$ cat config.mk
export PLATFORM = sky130hd
export DESIGN_NAME = pwass_div
export DESIGN_NICKNAME = d
export VERILOG_FILES = /design/src/hdl/pwass_pkg.sv /design/src/hdl/pwass_div.sv
export SDC_FILE = /design/constraint.sdc
export NUM_CORES = 1
export LEC_CHECK = 0
export BUFFER_PORTS_ARGS = -buffer_cell sky130_fd_sc_hd__buf_4
export CORE_ASPECT_RATIO = 2
export CORE_MARGIN = 2
export CORE_UTILIZATION = 25
export CTS_CLUSTER_DIAMETER = 30
export DETAILED_ROUTE_END_ITERATION = 6
export PLACE_DENSITY = 0.52
export SYNTH_ARGS = -nofsm -noshare
export SYNTH_HDL_FRONTEND = slang
export SYNTH_SLANG_ARGS = --single-unit
$ cat constraint.sdc
create_clock -name clock -period 4.34 [get_ports clock]
set_input_delay 0.651 -clock clock [delete_from_list [all_inputs] [get_ports clock]]
set_output_delay 0.651 -clock clock [all_outputs]
set_load 0.005 [all_outputs]
$ cat src/hdl/pwass_pkg.sv
// Shared types and constants for the per-weight adaptive step scaler.
// No dependencies; used by the store, the arithmetic units and the top level.
package pwass_pkg;

   localparam int NUM_WEIGHTS = 256;
   localparam int IDX_W       = 8;
   localparam int CNT_W       = 9;
   localparam int DATA_W      = 32;

   // divider: Q16.16 numerator shifted up by 16, denominator up to 33 bits
   localparam int DIV_NUM_W   = 48;
   localparam int DIV_DEN_W   = 33;
   localparam int DIV_CNT_W   = 6;

   // square root of a 48-bit radicand
   localparam int SQRT_IN_W   = 48;
   localparam int SQRT_OUT_W  = 24;
   localparam int SQRT_CNT_W  = 5;

   // reset contents of the stores and reset register values
   localparam logic [DATA_W-1:0] VAR_RESET   = 32'd65536;
   localparam logic [DATA_W-1:0] SCALE_RESET = 32'd65470;
   localparam logic [DATA_W-1:0] LR_RESET    = 32'd65536;
   localparam logic [15:0]       BETA_RESET  = 16'd6554;
   localparam logic [DATA_W-1:0] EPS_RESET   = 32'd66;
   localparam logic [CNT_W-1:0]  COUNT_RESET = 9'd256;
   localparam logic [DATA_W-1:0] SAT_MAX     = 32'hFFFF_FFFF;

   // configuration register indexes
   localparam logic [1:0] CSR_LEARNING_RATE = 2'd0;
   localparam logic [1:0] CSR_DECAY_BETA    = 2'd1;
   localparam logic [1:0] CSR_EPSILON       = 2'd2;
   localparam logic [1:0] CSR_ACTIVE_COUNT  = 2'd3;

   // opcodes
   localparam logic OP_BEGIN_BATCH = 1'b0;
   localparam logic OP_GRADIENT    = 1'b1;

   // access to the variance and scale stores
   typedef struct packed {
      logic              rd_en;
      logic              wr_var;
      logic              wr_scl;
      logic [IDX_W-1:0]  addr;
      logic [DATA_W-1:0] var_data;
      logic [DATA_W-1:0] scl_data;
   } store_req_type;

endpackage

$ cat src/hdl/pwass_div.sv
// Restoring radix-2 divider, one quotient bit per cycle.
// Depends on pwass_pkg for widths.
module pwass_div (
   input  logic                                clock,
   input  logic                                reset,
   input  logic                                start,
   input  logic [pwass_pkg::DIV_NUM_W-1:0]     num,
   input  logic [pwass_pkg::DIV_DEN_W-1:0]     den,
   output logic                                done,
   output logic [pwass_pkg::DIV_NUM_W-1:0]     quo
);

   logic                              busy_ff;
   logic                              done_ff;
   logic [pwass_pkg::DIV_CNT_W-1:0]   cnt_ff;
   logic [pwass_pkg::DIV_NUM_W-1:0]   quo_ff;
   logic [pwass_pkg::DIV_DEN_W:0]     rem_ff;
   logic [pwass_pkg::DIV_DEN_W-1:0]   den_ff;
   logic [pwass_pkg::DIV_DEN_W:0]     shift;
   logic [pwass_pkg::DIV_DEN_W:0]     diff;
   logic                              fits;

   // one trial subtraction
   always_comb begin
      shift = {rem_ff[pwass_pkg::DIV_DEN_W-1:0], quo_ff[pwass_pkg::DIV_NUM_W-1]};
      diff  = shift - {1'b0, den_ff};
      fits  = shift >= {1'b0, den_ff};
   end

   always_ff @(posedge clock) begin
      if (reset) begin
         busy_ff <= 1'b0;
         done_ff <= 1'b0;
         cnt_ff  <= '0;
      end else begin
         done_ff <= 1'b0;
         if (start) begin
            busy_ff <= 1'b1;
            cnt_ff  <= '0;
         end else if (busy_ff) begin
            cnt_ff <= cnt_ff + 1'b1;
            if (cnt_ff == pwass_pkg::DIV_CNT_W'(pwass_pkg::DIV_NUM_W - 1)) begin
               busy_ff <= 1'b0;
               done_ff <= 1'b1;
            end
         end
      end
   end

   // shift quotient in, keep partial remainder
   always_ff @(posedge clock) begin
      if (start) begin
         quo_ff <= num;
         den_ff <= den;
         rem_ff <= '0;
      end else if (busy_ff) begin
         rem_ff <= fits ? diff : shift;
         quo_ff <= {quo_ff[pwass_pkg::DIV_NUM_W-2:0], fits};
      end
   end

   assign done = done_ff;
   assign quo  = quo_ff;

endmodule

==> impl_results.md, run 1 <==
* DP Area at 8280 µm²
* Seq/Total Area, Yosys at 0.465
* Area of the core at 27,500 µm²
* Final worst clock skew at 10.3 ps
* Antenna Nets Post-Route at 0
* Post-synth cell types at 58
* Drt total wl at 19,800 µm
* Initial antenna violation count at 0
* Drt via density at 4.73
* FF+latch area at 3250 µm²
* Post-route minimum period at 3070 ps
* Dpl hpwl at 14,800 µm
* Status: finished clean
* Crit path max fanout at 40
* Worst Path Arrival at 3260 ps
* Setup violators final at 0
* Peak supply drop at 0.245 mV
* I/O pin count at 133
* Power density over the cells at 392 nW/µm²
* Rel. slew slack at 0.439
* Die Y at 240 µm
* MaxCap Viol Count at 0
* GRT Overall Usage at 0.136
* Commonest non-fill, non-tap cell in the layout: buf_4
* Area occupied by multi-input gates at 3380 µm²
* Detailed Route Iter0 Violations at 172
* Flip-flop and latch count after synthesis at 122
* Crit. End Element: flop
* Fmax at 0.325 GHz
* Final core occ at 0.322
* Hold_buf cts at 0
* RSZ-0062 raised after global routing: false
* Die width at 122 µm
* Clock buffer count from CTS at 17
* Top cells by area, synth: edfxtp_1 35%, dfxtp_1 12%, mux2_2 7.9%
* Fill cell count at 2,930
* Mapped Nets at 795
* Final Hold Viols at 0
* N_diodes at 0
* Synth warn at 0
* Fin crit share at 0.708
* Post-route cell area at 8860 µm²
* Kind of cell adding the most delay to the critical path: compound AO/OA/AOI/OAI gates
* CP max stage delay at 420 ps
* Post-CTS repair timing setup buffer count at 0
* Crit path max-delay cell type: edfxtp_1
* Most frequent cells in the layout: 137 x buf_4, 81 x edfxtp_1, 52 x nor2_1
* First-pass GRT wire length at 29,900 µm
* Post-Syn Area at 6990 µm²
* Clock slew at reported path FFs at 60 ps
* Worst hold path type: in2reg
* CTS tree: done
* Async SR Flop Fraction at 0
* Row count at 86
* Routability cong. at 0.889
* EDFF count, synth at 81
* Synth Flop Type: edfxtp_1
* Critical setup path kind: reg2reg
* GR Overflow Total at 0
* Worst-case clock buffer depth at 2
* H-tree depth at 4
* Worst path bufs/invs at 2
* Tightest Pin Transition at 841 ps
* Top-area cell type share of the netlist area at 0.348
* PortBufs at 132
* Initial Util at 0.254
* Req. time, crit path at 4530 ps
* # clock sinks at 122
* Vias in the first global route at 5,729
* Routed vias at 5,497
* Static Leakage at 0.00370 µW
* Area growth, synth to finish at 26.7%
* CP Launch Type: flop
* Drt first pass iters at 4
* Routed len/inst at 17.0 µm
* Share of cells above drive strength 1 at 0.284
* Final slew viol count at 0
* Yosys top cell by area: edfxtp_1
* Post-CTS sizing at 0
* Avg Synthesized Cell Area at 10.3 µm²
* Largest net degree at the start of global routing at 56
* Nets at 916
* Clk_lat worst skew at 440 ps
* Most numerous cell on the critical path: inv_1
* Die area at 29,400 µm²
* Syn Inst Count at 676
* Root Driver: clkbuf_16
* Residual DRC count at 0
* CP Cell Sequence: inv_1 -> ha_1 -> inv_1 -> fa_1 -> a21oi_1 -> o211ai_1 -> a21oi_2 -> o41a_1 -> a21bo_4 -> nand2_8 -> mux2_2
* Setup TNS at 0 ps
worst paths after layout:
path                                         startpoint                      end  slack, ps  cells after the start
worst max-delay path                  quo[47]$_DFFE_PP_         quo[0]$_DFFE_PP_       1270                     11
worst min-delay path                              reset       busy_ff$_SDFF_PP0_        370                      2
worst max register to register        quo[47]$_DFFE_PP_         quo[0]$_DFFE_PP_       1270                     11
worst min register to register  rem_ff[19]$_SDFFE_PP0P_  rem_ff[19]$_SDFFE_PP0P_        470                      2
area by class of cell:
class	count	share of cell area
timing repair buffer	137	0.116
sequential	122	0.367
multi-input combinational	473	0.382
clock buffer	17	0.0480
tap	352	0.0497
inverter	46	0.0195
clock inverter	15	0.0172
through the flow:
stage / power, µW / instances / worst slack, ps / hold slack, ps
after floorplan: 1830 / 676 / 1660 / 441
after global placement: 2090 / 1130 / 1330 / 463
after detailed placement: 2090 / 1130 / 1280 / 468
after CTS: 3520 / 1162 / 1260 / 353
after global routing: 3630 / 1162 / 1090 / 361
final: 3470 / 1162 / 1270 / 374
registers in the layout (all words and copies together) (netlist names):
register	flops
rem_ff	33
quo	48
den_ff	33
busy_ff	1
done	1
cnt_ff	6
layer usage:
metal,track usage,wire [µm],up-vias
met5,0,0,-
met4,0.0784,784,0
met3,0.0296,660,40
met2,0.267,11700,133
met1,0.123,6620,2600
li1,-,-,2724
power breakdown:
group          internal (µW)  total [µW]  leakage [µW]  switching (µW)
Combinational            307         660       0.00228             353
Sequential              1350        1400       0.00114            52.0
Clock                    805        1410      0.000283             601
Total                   2460        3470       0.00370            1010
cells by family (layout without fill, tap and decap cells):
group,Yosys count,in the layout,share of synthesized area
compound gates,159,159,0.152
xor+xnor,26,26,0.0326
fa+ha+maj,35,35,0.0637
buf+inv,81,215,0.0503
flops,122,122,0.465
mux,70,70,0.109
simple gates,183,183,0.127
synthesized netlist by cell type, types with 4 or more instances:
cell type	number
clkbuf_1	27
xnor2_1	11
a21o_1	22
nor2_1	52
xor2_1	15
o21ai_1	6
a21oi_1	44
mux2i_1	21
o21bai_1	4
o311a_1	4
a211oi_1	20
o21ai_0	19
dfxtp_1	41
mux2_2	49
o211ai_1	8
edfxtp_1	81
ha_1	34
and2_1	4
inv_1	46
nand4_1	12
and3_1	9
nand2b_1	4
nand3_1	27
o21a_1	4
o31ai_1	7
nand2_1	50
nor4_1	4
nor3_1	7
(Power assumes the default switching activity.)
==> run 2, diff against run 1 <==
==> constraint.sdc (replaced) <==
create_clock -name clock -period 2.85 [get_ports clock]
set_input_delay 0.4275 -clock clock [delete_from_list [all_inputs] [get_ports clock]]
set_output_delay 0.4275 -clock clock [all_outputs]
set_load 0.005 [all_outputs]
==> impl_results.md, run 2 (synthesized netlist as in run 1, its figures left out) <==
* Die width at 122 µm (unchanged)
* Power density over the cells at 588 nW/µm² (+50%)
* Routability cong. at 0.855 (-3.8%)
* MaxCap Viol Count at 0 (unchanged)
* Worst-case clock buffer depth at 2 (unchanged)
* Fmax at 0.365 GHz (+12%)
* Tightest Pin Transition at 1270 ps (+433 ps)
* Critical setup path kind: reg2reg
* Crit. End Element: flop
* CP Launch Type: flop
* Routed len/inst at 17.8 µm (+4.9%)
* Residual DRC count at 0 (unchanged)
* Initial Util at 0.254 (unchanged)
* DP Worst Slack at -39.9 ps (-1320 ps)
* Row count at 86 (unchanged)
* Static Leakage at 0.00398 µW (+7.4%)
* Setup violators final at 0 (unchanged)
* Rel. slew slack at 0.147 (-0.292)
* Post-route minimum period at 2740 ps (-337 ps)
* CP Cell Sequence: inv_1 -> ha_2 -> nand4_1 -> o211ai_1 -> buf_4 -> a21oi_2 -> o41a_1 -> a21bo_4 -> buf_4 -> nand2_8 -> mux2i_1 -> a211oi_1
* Final core occ at 0.341 (+0.0192)
* Routed vias at 5,852 (+6.5%)
* Vias in the first global route at 5,904 (+3.1%)
* Initial antenna violation count at 0 (unchanged)
* Max reg flops at 48 (unchanged)
* Most frequent cells in the layout: 174 x buf_4, 81 x edfxtp_1, 52 x nor2_1
* Die area at 29,400 µm² (unchanged)
* Antenna Nets Post-Route at 0 (unchanged)
* Final worst slack at 113 ps (-1150 ps)
* Area growth, synth to finish at 34.3%
* Clock slew at reported path FFs at 70 ps (about the same)
* Final slew viol count at 0 (unchanged)
* Share of cells above drive strength 1 at 0.337 (+0.0529)
* Drt first pass iters at 4 (unchanged)
* CTS tree: done
* Status: finished clean
* Nets at 961 (+4.9%)
* Crit path max fanout at 10 (-75%)
* CP max stage delay at 410 ps (about the same)
* Area of the core at 27,500 µm² (unchanged)
* Final Hold Viols at 0 (unchanged)
* Clock buffer count from CTS at 17 (unchanged)
* GR Overflow Total at 0 (unchanged)
* H-tree depth at 4 (unchanged)
* Most numerous cell on the critical path: buf_4
* Drt via density at 4.85 (+2.5%)
* Largest net degree at the start of global routing at 75 (+34%)
* GRT Overall Usage at 0.144 (+0.00773)
* Detailed Route Iter0 Violations at 216 (+26%)
* Req. time, crit path at 3130 ps (-1400 ps)
* N_diodes at 0 (unchanged)
* Crit path max-delay cell type: o41a_1
* Die Y at 240 µm (unchanged)
* Worst hold path type: in2reg
* Dpl hpwl at 15,600 µm (+5.4%)
* Commonest non-fill, non-tap cell in the layout: buf_4
* Peak supply drop at 0.358 mV (+46%)
* # clock sinks at 122 (unchanged)
* PortBufs at 132 (unchanged)
* Clk_lat worst skew at 440 ps (about the same)
* Final worst clock skew at 11.3 ps (+1.02 ps)
* Worst Path Arrival at 3020 ps (-240 ps)
* I/O pin count at 133 (unchanged)
* Root Driver: clkbuf_16
* First-pass GRT wire length at 31,600 µm (+5.6%)
* Drt total wl at 21,500 µm (+9.0%)
* Fin crit share at 0.960 (+0.252)
==> run 2: cell types whose count changed in the layout (fill, tap and decap cells not counted), moves of 2 or more <==
cell	previous run	this run
buf_4	137	174
nand2_8	1	3
nand2_4	0	2
a21oi_2	1	3
ha_4	0	3
o31ai_2	0	2
a21oi_1	44	41
buf_12	0	3
ha_1	34	30
o31ai_1	7	5
inv_8	2	4
clkinv_4	5	2
==> run 2: repair_timing <==
item / in CTS / in global routing
gates cloned: 1 / 4
gates resized for setup: 0 / 20
pin swaps: 0 / 6
endpoints found under the setup margin: 19 / 34
hold buffers: 0 / 0
buffers inserted: 0 / 6
==> run 2: cell type report <==
cell class	instances	area, µm²
clock buffers	17	425
clock inverters	15	179
fillers	2880	18200
inverters	46	173
multi-input cells	478	3550
flip-flops and latches	122	3250
well taps	352	440
repair buffers	177	1370
==> run 2: stage by stage <==
step | hold WS (ps) | total power (µW) | setup TNS [ps] | area [µm²] | instances
after global routing | 135 | 5760 | -0.249 | 9390 | 1207
after global placement | 463 | 3260 | -14.3 | 8560 | 1164
final | 139 | 5520 | 0 | 9390 | 1207
after floorplan | 441 | 2790 | 0 | 6990 | 676
after detailed placement | 467 | 3270 | -232 | 8560 | 1164
after CTS | 123 | 5550 | -22.5 | 9180 | 1197
==> run 2: routing by layer <==
metal | part of all wire | routed length [µm] | track usage
met5 | 0 | 0 | 0
met4 | 0.046 | 988 | 0.0770
met3 | 0.032 | 691 | 0.0294
met2 | 0.59 | 12800 | 0.283
met1 | 0.33 | 7060 | 0.133
==> run 2: power by group <==
part	total [µW]	internal [µW]	switching [µW]	leakage, µW
registers	2140	2060	81.9	0.00114
logic	1130	546	583	0.00254
clock network	2260	1320	935	0.000297
==> run 2: critical path: cells and delay by family, from the launching register on <==
kind / cells / cell delay (ps)
DFF: 1 / 320
adders and majority gates: 1 / 390
AOI/OAI and AO/OA: 5 / 1060
and+or+nand+nor: 2 / 240
buffers and inverters: 3 / 370
muxes: 1 / 220
==> run 2: worst paths after layout <==
path | from | end | slack (ps) | depth (start not counted)
setup / recovery | den_ff[8]$_DFFE_PP_ | rem_ff[8]$_SDFFE_PP0P_ | 110 | 12
setup reg to reg | den_ff[8]$_DFFE_PP_ | rem_ff[8]$_SDFFE_PP0P_ | 110 | 12
hold / removal | reset | busy_ff$_SDFF_PP0_ | 140 | 2
hold reg to reg | rem_ff[32]$_SDFFE_PP0P_ | rem_ff[32]$_SDFFE_PP0P_ | 470 | 2
