<file path="config.mk">
export PLATFORM = sky130hd
export DESIGN_NAME = pwass_sqrt
export DESIGN_NICKNAME = d
export VERILOG_FILES = /design/src/hdl/pwass_pkg.sv /design/src/hdl/pwass_sqrt.sv
export SDC_FILE = /design/constraint.sdc
export NUM_CORES = 1
export LEC_CHECK = 0
export ABC_AREA = 1
export BUFFER_PORTS_ARGS = -buffer_cell sky130_fd_sc_hd__buf_2
export CORE_MARGIN = 2
export CORE_UTILIZATION = 63
export CTS_CLUSTER_DIAMETER = 80
export DETAILED_ROUTE_END_ITERATION = 10
export HOLD_SLACK_MARGIN = 0.02
export MAX_ROUTING_LAYER = met4
export PLACE_DENSITY = 0.86
export SYNTH_ARGS = -nofsm -noshare
export SYNTH_HDL_FRONTEND = slang
export SYNTH_SLANG_ARGS = --single-unit
</file>
<file path="constraint.sdc">
create_clock -name clock -period 4.45 [get_ports clock]
set_clock_uncertainty 0.2 [all_clocks]
set_input_delay 0.2225 -clock clock [delete_from_list [all_inputs] [get_ports clock]]
set_output_delay 0.2225 -clock clock [all_outputs]
set_load 0.02 [all_outputs]
</file>
<file path="src/hdl/pwass_pkg.sv">
// Shared types and constants for the per-weight adaptive step scaler.
// No dependencies; used by the store, the arithmetic units and the top level.
package pwass_pkg;

   localparam int NUM_WEIGHTS = 256;
   localparam int IDX_W       = 8;
   localparam int CNT_W       = 9;
   localparam int DATA_W      = 32;

   // divider: Q16.16 numerator shifted up by 16, denominator up to 33 bits
   localparam int DIV_NUM_W   = 48;
   localparam int DIV_DEN_W   = 33;
   localparam int DIV_CNT_W   = 6;

   // square root of a 48-bit radicand
   localparam int SQRT_IN_W   = 48;
   localparam int SQRT_OUT_W  = 24;
   localparam int SQRT_CNT_W  = 5;

   // reset contents of the stores and reset register values
   localparam logic [DATA_W-1:0] VAR_RESET   = 32'd65536;
   localparam logic [DATA_W-1:0] SCALE_RESET = 32'd65470;
   localparam logic [DATA_W-1:0] LR_RESET    = 32'd65536;
   localparam logic [15:0]       BETA_RESET  = 16'd6554;
   localparam logic [DATA_W-1:0] EPS_RESET   = 32'd66;
   localparam logic [CNT_W-1:0]  COUNT_RESET = 9'd256;
   localparam logic [DATA_W-1:0] SAT_MAX     = 32'hFFFF_FFFF;

   // configuration register indexes
   localparam logic [1:0] CSR_LEARNING_RATE = 2'd0;
   localparam logic [1:0] CSR_DECAY_BETA    = 2'd1;
   localparam logic [1:0] CSR_EPSILON       = 2'd2;
   localparam logic [1:0] CSR_ACTIVE_COUNT  = 2'd3;

   // opcodes
   localparam logic OP_BEGIN_BATCH = 1'b0;
   localparam logic OP_GRADIENT    = 1'b1;

   // access to the variance and scale stores
   typedef struct packed {
      logic              rd_en;
      logic              wr_var;
      logic              wr_scl;
      logic [IDX_W-1:0]  addr;
      logic [DATA_W-1:0] var_data;
      logic [DATA_W-1:0] scl_data;
   } store_req_type;

endpackage

</file>
<file path="src/hdl/pwass_sqrt.sv">
// Bitwise integer square root, two radicand bits per cycle.
// Depends on pwass_pkg for widths.
module pwass_sqrt (
   input  logic                                 clock,
   input  logic                                 reset,
   input  logic                                 start,
   input  logic [pwass_pkg::SQRT_IN_W-1:0]      radicand,
   output logic                                 done,
   output logic [pwass_pkg::SQRT_OUT_W-1:0]     root
);

   logic                               busy_ff;
   logic                               done_ff;
   logic [pwass_pkg::SQRT_CNT_W-1:0]   cnt_ff;
   logic [pwass_pkg::SQRT_IN_W-1:0]    x_ff;
   logic [pwass_pkg::SQRT_OUT_W-1:0]   root_ff;
   logic [pwass_pkg::SQRT_OUT_W+1:0]   rem_ff;
   logic [pwass_pkg::SQRT_OUT_W+1:0]   shift;
   logic [pwass_pkg::SQRT_OUT_W+1:0]   trial;
   logic                               fits;

   // trial subtraction of 4*root + 1
   always_comb begin
      shift = {rem_ff[pwass_pkg::SQRT_OUT_W-1:0],
               x_ff[pwass_pkg::SQRT_IN_W-1:pwass_pkg::SQRT_IN_W-2]};
      trial = {root_ff, 2'b01};
      fits  = shift >= trial;
   end

   always_ff @(posedge clock) begin
      if (reset) begin
         busy_ff <= 1'b0;
         done_ff <= 1'b0;
         cnt_ff  <= '0;
      end else begin
         done_ff <= 1'b0;
         if (start) begin
            busy_ff <= 1'b1;
            cnt_ff  <= '0;
         end else if (busy_ff) begin
            cnt_ff <= cnt_ff + 1'b1;
            if (cnt_ff == pwass_pkg::SQRT_CNT_W'(pwass_pkg::SQRT_OUT_W - 1)) begin
               busy_ff <= 1'b0;
               done_ff <= 1'b1;
            end
         end
      end
   end

   // advance one root bit
   always_ff @(posedge clock) begin
      if (start) begin
         x_ff    <= radicand;
         root_ff <= '0;
         rem_ff  <= '0;
      end else if (busy_ff) begin
         x_ff    <= {x_ff[pwass_pkg::SQRT_IN_W-3:0], 2'b00};
         rem_ff  <= fits ? shift - trial : shift;
         root_ff <= {root_ff[pwass_pkg::SQRT_OUT_W-2:0], fits};
      end
   end

   assign done = done_ff;
   assign root = root_ff;

endmodule

</file>
==> Implementation_results.wiki, run 1 <==
{| class="wikitable"
! Metric !! Value
|-
| Status || finished, final reports clean
|-
| Aggregate global routing overflow || 0
|-
| Pins over their slew limit || 0
|-
| FMAX || 309 MHz
|-
| Kind of end point of the critical path || flip-flop
|-
| Pin count of the biggest net entering global routing || 58
|-
| Wire length of the first global-routing pass || 27.5 mm
|-
| Share of the synthesized area in the top cell type || 24.7%
|-
| VDD IR-drop max || 466 uV
|-
| Initial detailed-routing violation count || 392
|-
| Setup-violating endpoint count in the final report || 0
|-
| Most Frequent Cell on Critical Path || buf_4
|-
| Count of standard-cell rows || 35
|-
| Cell chain of the critical path || buf_4 -> nor2_1 -> inv_2 -> buf_4 -> o22ai_1
|-
| Class of the tightest hold or removal check || primary input to flip-flop
|-
| Number of endpoints with negative hold slack in the final report || 0
|-
| Drt pass-1 iters || 5
|-
| Number of CTS-inserted buffers || 9
|-
| Routed via count || 5790
|-
| Number of synthesis warnings || 0
|-
| Buffer and inverter count on the worst path || 3
|-
| Vertical die dimension || 100 um
|-
| Clock root cell || clkbuf_8
|-
| Total routing usage reported by global routing || 36.6%
|-
| Clock-pin transition on the worst setup and hold timing paths || 0.11 ns
|-
| Total clock sinks || 103
|-
| Proportion of layout cells with a drive suffix above 1 || 12.9%
|-
| Number of maximum-capacitance constraint violations || 0
|-
| I/O Pins || 76
|-
| Largest fanout on the critical path || 34
|-
| Dominant cells by area after synthesis || edfxtp_1 (25%), nand2_1 (20%), dfxtp_1 (19%)
|-
| TritonCTS clock tree || built
|-
| DR vias/cell || 5.64
|-
| Startpoint type of the worst setup path || flip-flop
|-
| Sequential share of the synthesized area || 43.7%
|-
| Final layout net count || 989
|-
| Net switching fraction of the power || 51.4%
|-
| R2r startpoint || busy_ff
|-
| Post-Synthesis Mean Instance Area || 7.30 um2
|-
| Relative contribution of sequential cells to total power || 25.1%
|-
| Post-synthesis cell area || 5820 um2
|-
| Number of remaining DRC errors || 0
|-
| Setup repair after global routing missed its margin || no
|-
| Critical-path cell with the highest stage delay || nor2_1
|-
| Number of antenna violations at the first check in global routing || 0
|-
| Antenna diode instance count || 0
|-
| Start point of the worst min-delay path || start
|-
| Post-CTS Repair Setup Buffers || 0
|-
| CP startpoint || busy_ff
|-
| Detail Placement HPWL || 10.7 mm
|-
| Period utilization || 72.6%
|-
| Worst slew margin relative to its limit || 8.73%
|-
| Area growth, synth to finish || 19.1%
|-
| Logic pwr share || 62.7%
|-
| Die outline width || 100 um
|-
| Number of unique standard cell types used by synthesis || 36
|-
| Aggregate routed wire length || 17.4 mm
|-
| Worst Path Arrival || 3.32 ns
|-
| Final weighted congestion in routability-driven placement || 0.969
|-
| Final Total Pwr || 4.91 mW
|-
| Post-detailed-route wirelength per cell || 16.9 um
|-
| Final critical delay including setup and external delays || 3.23 ns
|-
| Largest area contributor in the netlist || edfxtp_1
|-
| Core region area || 9110 um2
|-
| Kind of cell with the highest combined delay on the critical path || buffers and inverters
|-
| Leading cell types in the layout, fill and taps excluded || nand2_1 (313), inv_1 (102), buf_2 (75)
|-
| Clock insertion delay at the later pin of the skew report || 0.39 ns
|-
| Clock buffer depth || 2
|-
| Power per Cell Area || 708 nW/um2
|-
| Worst Tran Pin Value || 1.36 ns
|-
| Number of nets produced by synthesis || 876
|-
| Internal power of the cells || 2.39 mW
|-
| IO buf count || 75
|-
| Commonest non-fill, non-tap cell in the layout || nand2_1
|-
| Data required time of the critical path || 4.54 ns
|-
| Setup Total Neg Slack || 0 ns
|-
| Max H-tree Level || 3
|-
| Initial standard-cell utilization of the core || 63.9%
|-
| Die Outline Area || 10000 um2
|-
| Lkg Pwr || 3.57 nW
|-
| Biggest cell delay along the critical path || 1.06 ns
|-
| Number of global-route vias before repair || 5741
|-
| Count of nets left with antenna violations after detail routing || 0
|-
| Synth Instances || 798
|-
| Register bit count reported by yosys || 103
|-
| Clock share of power || 12.3%
|-
| Kind of critical path || flip-flop to flip-flop
|-
| Sw power || 2.52 mW
|}
[metrics by stage]
stage          hold slack, ns  std cells  setup slack, ns  util [%]  area [um2]
6_report                0.251       1027             1.22      76.1        6930
5_1_grt                 0.255       1027             1.16      76.1        6930
4_1_cts                 0.219       1027             1.34      76.1        6930
3_5_place_dp            0.216        962             1.36      68.7        6260
3_3_place_gp            0.202        962             1.52      68.7        6260
2_1_floorplan           0.102        798             2.25         -        5820
[registers in the layout (all words and copies together), names as in the netlist]
signal and cells:
rem_ff 24, busy_ff 1, cnt_ff 5, done 1
x_ff 48, root 24
[worst reg2reg max path, stage by stage, from the launching register on]
cell	delay, ns
dfxtp_1	0.31
buf_4	0.22
nor2_1	1.07
inv_2	0.67
buf_4	0.43
o22ai_1	0.24
[power by group through the flow]
stage	logic (mW)	clock network [mW]	registers, mW
after global placement	2.92	0	1.24
after floorplan	2.39	0	1.21
after global routing	3.45	0.636	1.24
after CTS	3.00	0.596	1.22
final	3.07	0.601	1.23
after detailed placement	2.95	0	1.24
[cells in the mapped netlist, drive strengths merged]
| library cell | number |
|---|---|
| nand4 | 15 |
| o21bai | 5 |
| or2 | 4 |
| dfxtp | 55 |
| a21oi | 28 |
| nor2 | 50 |
| a21boi | 1 |
| clkbuf | 18 |
| a31oi | 2 |
| o21a | 1 |
| inv | 105 |
| nor3 | 12 |
| nor4 | 2 |
| nand2 | 318 |
| xor2 | 10 |
| o22ai | 23 |
| nand3 | 42 |
| ha | 27 |
| o211ai | 3 |
| edfxtp | 48 |
| buf | 10 |
| xnor2 | 2 |
| o21ai | 13 |
| nand3b | 4 |
[per-layer routing]
metal	vias up	global-route usage (%)	wire (um)
met3	74	5.01	1010
met5	-	-	0
met2	302	63.6	8880
met4	0	21.8	972
li1	2789	-	-
met1	2625	39.9	6490
[layout make-up]
class,instances,area [um2]
fill,636,2170
tap,111,139
inverter,105,394
timing repair buffer,130,911
clock buffer,10,128
sequential,103,2540
multi-input combinational,562,2760
clock inverter,6,60.1
[kinds of logic after synthesis]
kind of cell / synth area share (%)
flip-flops: 43.7
adder cells (fa/ha/maj): 5.80
AO/OA/AOI/OAI: 7.63
AND/OR/NAND/NOR: 32.2
buffers and inverters: 8.96
XOR/XNOR: 1.80
[timing repair]
action                                 CTS  global route
resized for setup                        0             0
endpoints found under the hold margin   55             0
hold buffers                            49             0
[final timing paths]
| check | endpoint | slack, ns | cells past startpoint |
|---|---|---|---|
| min reg2reg | rem_ff[22] | 0.29 | 2 |
| max reg2reg | root[7] | 1.22 | 5 |
| max | root[7] | 1.22 | 5 |
| min | rem_ff[23] | 0.25 | 3 |
No activity file was read; power rests on OpenSTA's default activity.
==> run 2, diff against run 1 <==
--- a/config.mk
+++ b/config.mk
@@ -8,12 +8,12 @@
 export ABC_AREA = 1
 export BUFFER_PORTS_ARGS = -buffer_cell sky130_fd_sc_hd__buf_2
 export CORE_MARGIN = 2
-export CORE_UTILIZATION = 63
+export CORE_UTILIZATION = 53
 export CTS_CLUSTER_DIAMETER = 80
 export DETAILED_ROUTE_END_ITERATION = 10
 export HOLD_SLACK_MARGIN = 0.02
 export MAX_ROUTING_LAYER = met4
-export PLACE_DENSITY = 0.86
+export PLACE_DENSITY = 0.77
 export SYNTH_ARGS = -nofsm -noshare
 export SYNTH_HDL_FRONTEND = slang
 export SYNTH_SLANG_ARGS = --single-unit
==> constraint.sdc (replaced) <==
create_clock -name clock -period 2.8 [get_ports clock]
set_clock_uncertainty 0.2 [all_clocks]
set_input_delay 0.14 -clock clock [delete_from_list [all_inputs] [get_ports clock]]
set_output_delay 0.14 -clock clock [all_outputs]
set_load 0.02 [all_outputs]
==> Implementation_results.wiki, run 2 (synthesis results as in run 1) <==
{| class="wikitable"
! Metric !! Value
|-
| Status || finished, final reports clean
|-
| Core region area || 10800 um2 (+18%)
|-
| Number of fill cells || 926 (+46%)
|-
| Finished Cell Area || 7060 um2 (+1.8%)
|-
| Kind of end point of the critical path || flip-flop
|-
| Post-CTS Repair Setup Buffers || 0 (unchanged)
|-
| Class of the tightest hold or removal check || primary input to flip-flop
|-
| Final weighted congestion in routability-driven placement || 0.963 (-0.69%)
|-
| Final design utilization || 65.4% (-11 points)
|-
| Most Frequent Cell on Critical Path || nand2_1
|-
| Vertical die dimension || 109 um (+8.7%)
|-
| Aggregate routed wire length || 15.7 mm (-9.5%)
|-
| Pin count of the biggest net entering global routing || 31 (-47%)
|-
| Max reg flops || 48 (unchanged)
|-
| Total routing usage reported by global routing || 29.0% (-7.6 points)
|-
| Number of global-route vias before repair || 5390 (-6.1%)
|-
| Final layout net count || 996 (+0.71%)
|-
| Die outline width || 109 um (+8.7%)
|-
| Register with the most flip-flops || x_ff
|-
| Worst Tran Pin Value || 0.796 ns (-0.568 ns)
|-
| Drt pass-1 iters || 7 (+2)
|-
| Count of nets left with antenna violations after detail routing || 0 (unchanged)
|-
| VDD IR-drop max || 886 uV (+90%)
|-
| Power per Cell Area || 1120 nW/um2 (+59%)
|-
| Initial detailed-routing violation count || 317 (-19%)
|-
| Wire length of the first global-routing pass || 25.6 mm (-6.9%)
|-
| Setup repair after global routing missed its margin || no
|-
| Total clock sinks || 103 (unchanged)
|-
| Proportion of layout cells with a drive suffix above 1 || 13.4% (+0.55 points)
|-
| Startpoint type of the worst setup path || flip-flop
|-
| Die Outline Area || 11800 um2 (+18%)
|-
| Pins over their slew limit || 0 (unchanged)
|-
| Number of remaining DRC errors || 0 (unchanged)
|-
| FMAX || 405 MHz (+31%)
|-
| Number of endpoints with negative hold slack in the final report || 0 (unchanged)
|-
| Final critical delay including setup and external delays || 2.47 ns (-0.766 ns)
|-
| Worst slew margin relative to its limit || 46.9% (+38 points)
|-
| Clock-pin transition on the worst setup and hold timing paths || 0.10 ns (about the same)
|-
| Clock buffer depth || 2 (unchanged)
|-
| Data required time of the critical path || 2.88 ns (-1.66 ns)
|-
| Largest fanout on the critical path || 27 (-21%)
|-
| DP Area || 6370 um2 (+1.8%)
|-
| Period utilization || 88.1% (+15 points)
|-
| Initial standard-cell utilization of the core || 54.0% (-10 points)
|-
| Layout Cells excl Fill || 1063 (+3.5%)
|-
| Lkg Pwr || 3.62 nW (+1.3%)
|-
| Worst Path Arrival || 2.54 ns (-0.78 ns)
|-
| Routed via count || 5512 (-4.8%)
|-
| Setup-violating endpoint count in the final report || 0 (unchanged)
|-
| Area growth, synth to finish || 21.1%
|-
| Leading cell types in the layout, fill and taps excluded || nand2_1 (313), inv_1 (102), buf_2 (75)
|-
| Clock root cell || clkbuf_8
|-
| Max H-tree Level || 3 (unchanged)
|-
| Critical-path cell with the highest stage delay || ha_1
|-
| Post-detailed-route wirelength per cell || 14.8 um (-13%)
|-
| Count of standard-cell rows || 38 (+8.6%)
|-
| DR vias/cell || 5.19 (-8.0%)
|-
| TritonCTS clock tree || built
|-
| Cell chain of the critical path || inv_1 -> ha_1 -> nand2_1 -> nor2_1 -> nand2_1 -> nor2_1 -> nand2_1 -> nand3_2 -> nor2_2 -> nand2_4 -> buf_4 -> a21oi_1 -> o21ai_0 -> nand2_1
|-
| Biggest cell delay along the critical path || 0.37 ns (-0.69 ns)
|-
| Detail Placement HPWL || 10.6 mm (-1.5%)
|-
| Antenna diode instance count || 0 (unchanged)
|-
| Clock insertion delay at the later pin of the skew report || 0.39 ns (about the same)
|-
| Placed Cells || 998 (+3.7%)
|-
| Number of CTS-inserted buffers || 9 (unchanged)
|-
| I/O Pins || 76 (unchanged)
|-
| Commonest non-fill, non-tap cell in the layout || nand2_1
|-
| Kind of critical path || flip-flop to flip-flop
|-
| Setup Total Neg Slack || 0 ns (unchanged)
|-
| Number of antenna violations at the first check in global routing || 0 (unchanged)
|-
| Aggregate global routing overflow || 0 (unchanged)
|-
| IO buf count || 75 (unchanged)
|-
| Number of maximum-capacitance constraint violations || 0 (unchanged)
|}
==> run 2: changes by cell type in the layout (fill, tap and decap cells not counted), sizes merged <==
cell	before	now
buf	81	88
bufinv	0	1
clkinv	1	3
inv	110	107
==> run 2: stage by stage <==
step	worst slack (ns)	hold slack (ns)	power (mW)
2_1_floorplan	0.596	0.0193	5.73
3_3_place_gp	0.398	0.121	6.81
3_5_place_dp	0.350	0.120	6.82
4_1_cts	0.330	0.0386	7.84
5_1_grt	0.162	0.0702	8.62
6_report	0.334	0.0634	7.93
==> run 2: repair_timing <==
action | in CTS | in global routing
setup endpoints to repair | 0 | 0
hold buffers | 49 | 0
hold endpoints to repair | 55 | 0
resized for setup | 0 | 0
==> run 2: path summary, 6_finish.rpt <==
check | to | slack (ns) | cells after the start | start
setup reg to reg | rem_ff[6] | 0.33 | 14 | root[4]
hold reg to reg | rem_ff[13] | 0.28 | 2 | rem_ff[13]
setup / recovery | rem_ff[6] | 0.33 | 14 | root[4]
hold / removal | x_ff[40] | 0.06 | 3 | start
==> run 2: critical path, delay by kind of cell, from the launching register on <==
kind	cells	cell delay [ns]
compound gates	2	0.16
fa+ha+maj	1	0.37
buf+inv	2	0.30
flops	1	0.34
simple gates	9	0.97
==> run 2: metal layers <==
| layer | vias up | wire length, um | track usage [%] |
|---|---|---|---|
| met5 | - | 0 | - |
| met4 | 0 | 228 | 7.42 |
| met3 | 20 | 945 | 6.46 |
| met2 | 190 | 7440 | 47.2 |
| met1 | 2509 | 7090 | 36.7 |
| li1 | 2793 | - | - |
==> run 2: layout make-up <==
type / count / area, um2 / share of cell area (%)
flip-flops and latches: 103 / 2540 / 36.0
clock inverters: 6 / 67.6 / 0.958
clock buffers: 10 / 128 / 1.81
multi-input cells: 562 / 2760 / 39.1
inverters: 105 / 394 / 5.59
well taps: 140 / 175 / 2.48
repair buffers: 137 / 988 / 14.0
==> run 2: where the power goes <==
group | internal (mW) | total (mW) | switching [mW]
Clock | 0.421 | 0.960 | 0.539
Combinational | 1.70 | 5.04 | 3.33
Sequential | 1.80 | 1.94 | 0.141
